==> config.mk <==
export PLATFORM = sky130hd
export DESIGN_NAME = vtpd_div_cell
export DESIGN_NICKNAME = d
export VERILOG_FILES = /design/src/hdl/vtpd_pkg.sv /design/src/hdl/vtpd_div_cell.sv
export SDC_FILE = /design/constraint.sdc
export NUM_CORES = 1
export LEC_CHECK = 0
export BUFFER_PORTS_ARGS = -buffer_cell sky130_fd_sc_hd__buf_2
export CELL_PAD_IN_SITES_DETAIL_PLACEMENT = 1
export CELL_PAD_IN_SITES_GLOBAL_PLACEMENT = 1
export CORE_AREA = 2 2 600 602
export CTS_CLUSTER_DIAMETER = 60
export DETAILED_ROUTE_END_ITERATION = 6
export DIE_AREA = 0 0 602 604
export PLACE_DENSITY = 0.32
export SLEW_MARGIN = 20
export SYNTH_ARGS = -nofsm -noshare
export SYNTH_HDL_FRONTEND = slang
export SYNTH_SLANG_ARGS = --single-unit
==> constraint.sdc <==
create_clock -name clk -period 0.8 [get_ports clk]
set_input_delay 0.08 -clock clk [delete_from_list [all_inputs] [get_ports clk]]
set_output_delay 0.08 -clock clk [all_outputs]
set_load 0.01 [all_outputs]
==> src/hdl/vtpd_pkg.sv <==
// Shared widths, types and helpers for the vertex transform block.
package vtpd_pkg;

    localparam int COORD_WIDTH = 32;
    localparam int FRAC_BITS   = 16;
    localparam int COEF_WIDTH  = (COORD_WIDTH < 32) ? COORD_WIDTH : 32;
    localparam int PROD_WIDTH  = COEF_WIDTH + COORD_WIDTH;
    localparam int ACC_WIDTH   = PROD_WIDTH + 2;
    localparam int NUM_WIDTH   = ACC_WIDTH + FRAC_BITS;
    localparam int NUM_REGS    = 8;
    localparam int LANES       = 3;

    typedef logic [3:0][3:0][COEF_WIDTH-1:0] coef_mat_t;
    typedef logic [3:0][ACC_WIDTH-1:0]       acc_vec_t;

    // One divider lane: partial remainder, dividend bits still to shift in,
    // quotient so far and sign of the final result.
    typedef struct packed {
        logic [ACC_WIDTH-1:0] rem;
        logic [NUM_WIDTH-1:0] num;
        logic [NUM_WIDTH-1:0] quo;
        logic                 neg;
    } lane_t;

    typedef struct packed {
        logic                 valid;
        logic                 wz;
        logic [ACC_WIDTH-1:0] den;
        lane_t [LANES-1:0]    lane;
    } stage_t;

endpackage

==> src/hdl/vtpd_div_cell.sv <==
// One restoring-division step for all three lanes; registered hand-off.
module vtpd_div_cell
(
    input  logic             clk,
    input  logic             rst_n,
    input  vtpd_pkg::stage_t d,
    output vtpd_pkg::stage_t q
);

    vtpd_pkg::stage_t st_reg;
    vtpd_pkg::stage_t st_next;

    always_comb
    begin
        st_next = d;
        for (int l = 0; l < vtpd_pkg::LANES; l++)
        begin
            logic [vtpd_pkg::ACC_WIDTH:0] trial;
            logic [vtpd_pkg::ACC_WIDTH:0] diff;
            trial = {d.lane[l].rem, d.lane[l].num[vtpd_pkg::NUM_WIDTH-1]};
            diff  = trial - {1'b0, d.den};
            if (trial >= {1'b0, d.den})
            begin
                st_next.lane[l].rem = diff[vtpd_pkg::ACC_WIDTH-1:0];
                st_next.lane[l].quo = {d.lane[l].quo[vtpd_pkg::NUM_WIDTH-2:0], 1'b1};
            end
            else
            begin
                st_next.lane[l].rem = trial[vtpd_pkg::ACC_WIDTH-1:0];
                st_next.lane[l].quo = {d.lane[l].quo[vtpd_pkg::NUM_WIDTH-2:0], 1'b0};
            end
            st_next.lane[l].num = {d.lane[l].num[vtpd_pkg::NUM_WIDTH-2:0], 1'b0};
        end
    end

    always_ff @(posedge clk or negedge rst_n)
    begin
        if (!rst_n)
            st_reg <= '0;
        else
            st_reg <= st_next;
    end

    assign q = st_reg;

endmodule

==> results_tabular.tex <==
\begin{tabular}{lr}
\hline
Metric & Value \\
\hline
\multicolumn{2}{l}{\textbf{Status}} \\
Outcome & finished, violations left \\
Violated checks & negative hold slack, negative setup slack \\
\multicolumn{2}{l}{\textbf{Route}} \\
Antenna viol nets, final & 0 \\
Number of vias per cell after detailed routing & 3.51 \\
DRC violation count after routing & 0 \\
Routed len/inst & 30.6 um \\
Total wirelength of the detailed-routed design & 370 mm \\
First DRT Iteration DRCs & approximately 1700 \\
Drt first pass iters & 5 \\
Vias post-DR & 42400 \\
\multicolumn{2}{l}{\textbf{Die}} \\
Effective utilization at floorplan & 0.0948 \\
Number of standard-cell rows in the floorplan & 220 \\
Die area & 364000 um2 \\
Top-level port count & 1524 \\
Area of the core & 358000 um2 \\
Die Ht & 604 um \\
Horizontal die dimension & 602 um \\
\multicolumn{2}{l}{\textbf{STA}} \\
Slew at the pin closest to its max-slew limit & 0.769 ns \\
Achievable Freq & 371 MHz \\
Max Slew Vio Count & 0 \\
Slew margin rel. & 0.482 \\
Final TNS setup & -851.55 ns \\
Final setup viols & 961 \\
Final Hold Viols & 65 \\
Final worst hold slack & -0.536 ns \\
Post-layout worst setup margin & -1.90 ns \\
Tcrit/Tclk final & 3.37 \\
Unrepaired setup endpoints after global routing & true \\
Period minus WS final & 2.70 ns \\
\multicolumn{2}{l}{\textbf{Synth}} \\
Async SR Flop Fraction & 1.00 \\
Most used flip-flop cell after synthesis & dfrtp\_1 \\
Mean instance size in the synthesized netlist & 11.1 um2 \\
Part of the Yosys area used for sequential elements & 0.559 \\
Warnings from Yosys & 0 \\
Synthesized netlist cell count & 3065 \\
Number of register bits inferred by synthesis & 758 \\
Total standard cell area after synthesis & between 30000 and 40000 um2 \\
Cell variety after synth & 88 \\
Number of enable-type register cells in the synthesized netlist & 0 \\
\multicolumn{2}{l}{\textbf{CTS}} \\
Number of clock sinks seen by CTS & 758 \\
Bufs on Longest Clock Path & 4 \\
H-tree depth & 4 \\
Clock tree root buffer cell & clkbuf\_16 \\
Clock tree from TritonCTS & done \\
Number of buffers created by CTS & 143 \\
Clock slew at reported path FFs & 0.05 ns \\
\multicolumn{2}{l}{\textbf{Layout}} \\
Max FFs per register & 758 \\
Final \#Nets & between 8000 and 9000 \\
Fraction of layout cells with a size suffix above 1 & 0.494 \\
Area growth, synth to finish & 135\% \\
Post-route non-filler standard cell count & between 10000 and 15000 \\
\multicolumn{2}{l}{\textbf{Placed design}} \\
Count of port buffers added during placement & 1517 \\
DPL Wire Length & 313 mm \\
Final estimated routing congestion in global placement & 0.887 \\
Placed cells & 10400 \\
\multicolumn{2}{l}{\textbf{Setup path}} \\
Critical path class & in -> reg \\
Worst EP required & $\sim$1.5 ns \\
Largest fanout of any net on the critical path & 5 \\
Sort of element at the end of the critical path & flip-flop \\
Data arrival, critical path & 3.36 ns \\
Worst Setup Start Kind & primary input \\
\multicolumn{2}{l}{\textbf{GRT}} \\
Wire length of the first global-routing pass & 471 mm \\
Combined global-route utilization of all metal layers & 0.197 \\
Initial antenna violation count & 206 \\
Pin count of the biggest net entering global routing & 58 \\
Grt ovf & 0 \\
Vias in the first global route & roughly 47000 \\
\multicolumn{2}{l}{\textbf{Pwr}} \\
PD cells & 1950 nW/um2 \\
Static leakage & 36.9 nW \\
Largest vdd supply drop & around 0.0012 V \\
\multicolumn{2}{l}{\textbf{Worst hold path}} \\
Worst hold path class & in -> reg \\
\multicolumn{2}{l}{\textbf{Run}} \\
Max-cap viol count & 0 \\
\hline
\end{tabular}
==> per-layer routing <==
layer,up-vias,share of wire,track usage
li1,19100,-,-
met1,21100,0.35,0.200
met2,1481,0.52,0.372
met3,646,0.049,0.0404
met4,56,0.072,0.110
met5,-,0.00098,0
==> per-stage QoR <==
stage / area, um2 / hold slack [ns] / setup slack, ns / total power [W] / utilization
2_1_floorplan: 34200 / -0.216 / -1.90 / 0.0563 / -
3_3_place_gp: 57500 / 0.188 / -3.37 / 0.0829 / 0.161
3_5_place_dp: 57500 / 0.189 / -3.25 / 0.0828 / 0.161
4_1_cts: 76700 / -0.715 / -1.84 / 0.156 / 0.214
5_1_grt: 79600 / -0.581 / -1.93 / 0.163 / 0.223
6_report: 79700 / -0.536 / -1.90 / 0.156 / 0.223
==> kinds of logic (layout without fill, tap and decap cells) <==
family          count (synthesis)  count (layout)  synth area share
mux                            72              72            0.0287
simple gates                  718             718             0.101
flops                         758             758             0.559
compound gates                868             868             0.159
buf+inv                       274            4453            0.0324
fa+ha+maj                     201             201            0.0748
xor+xnor                      173             173            0.0447
other cells                     1              74          0.000111
==> cell usage in the layout, fill, tap and decap left out, types with 42 or more instances in the layout <==
cell type      instances
dfrtp_1              758
nor2_1               101
buf_2               1476
clkbuf_16            156
nand2_4               42
diode_2               71
xnor2_1               94
mux2_4                64
o21ai_1               50
buf_6                 57
o21bai_1              45
buf_4               1106
o21ai_2               71
ha_4                  48
inv_1                130
dlygate4sd3_1       1218
o21ai_0              115
buf_12               143
xor2_1                63
nand2_1              225
ha_1                 144
a21o_1                96
nand4_1               83
a21oi_1              230
==> power breakdown <==
group          total (W)  internal [W]  switching [W]  leakage (nW)
clock network     0.0635        0.0389         0.0247          2.34
registers         0.0441        0.0419        0.00218          8.86
logic             0.0479        0.0230         0.0249          25.6
==> cells in the mapped netlist (30+ instances only) <==
library cell,count,area share
nor2_1,115,0.013
inv_1,156,0.017
clkbuf_1,91,0.010
o21ai_0,230,0.034
and3_1,30,0.0055
o21bai_1,46,0.010
nand4_1,83,0.015
mux2_4,45,0.020
a21oi_1,269,0.040
dfrtp_1,758,0.56
a21o_1,98,0.022
nand2_1,298,0.033
ha_1,198,0.073
nor3_1,38,0.0056
nand3_1,48,0.0071
xor2_1,65,0.017
xnor2_1,108,0.028
==> worst paths after layout <==
check,cells past startpoint,slack [ns],end,start
hold / removal,1,-0.54,q[693]$_DFF_PN0_,d[693]
min in group asynchronous,3,-0.03,q[729]$_DFF_PN0_,rst_n
max in group asynchronous,4,-0.07,q[630]$_DFF_PN0_,rst_n
setup / recovery,15,-1.90,q[653]$_DFF_PN0_,d[635]
==> critical path: stages <==
cell and delay [ns]:
buf_2 0.10, dlygate4sd3_1 0.64, ha_4 0.33, nand2_1 0.12
a211oi_4 0.30, o311ai_4 0.17, a211o_1 0.32, buf_12 0.16
a21oi_4 0.24, a21oi_4 0.10, buf_12 0.16, buf_8 0.14
inv_6 0.06, buf_8 0.13, mux2_4 0.30
==> what timing repair did <==
item | 4_1_cts | 5_1_grt
setup endpoints to repair | 959 | 965
hold endpoints to repair | 1513 | 114
hold buffers | 1182 | 44
gates resized for setup | 353 | 474
buffers inserted | 69 | 67
pin swaps | 78 | 197
cloned | 14 | 13
==> layout make-up <==
type                            count  area [um2]
Fill cell                       41100      278000
Timing Repair Buffer             4045       32300
Sequential cell                   758       19000
Clock buffer                      179        3950
Clock inverter                     72         877
Tap cell                         4773        5970
Multi-Input combinational cell   2035       16800
Inverter                          157         667
Antenna cell                       71         178
Power figures use the tool's default switching activity.
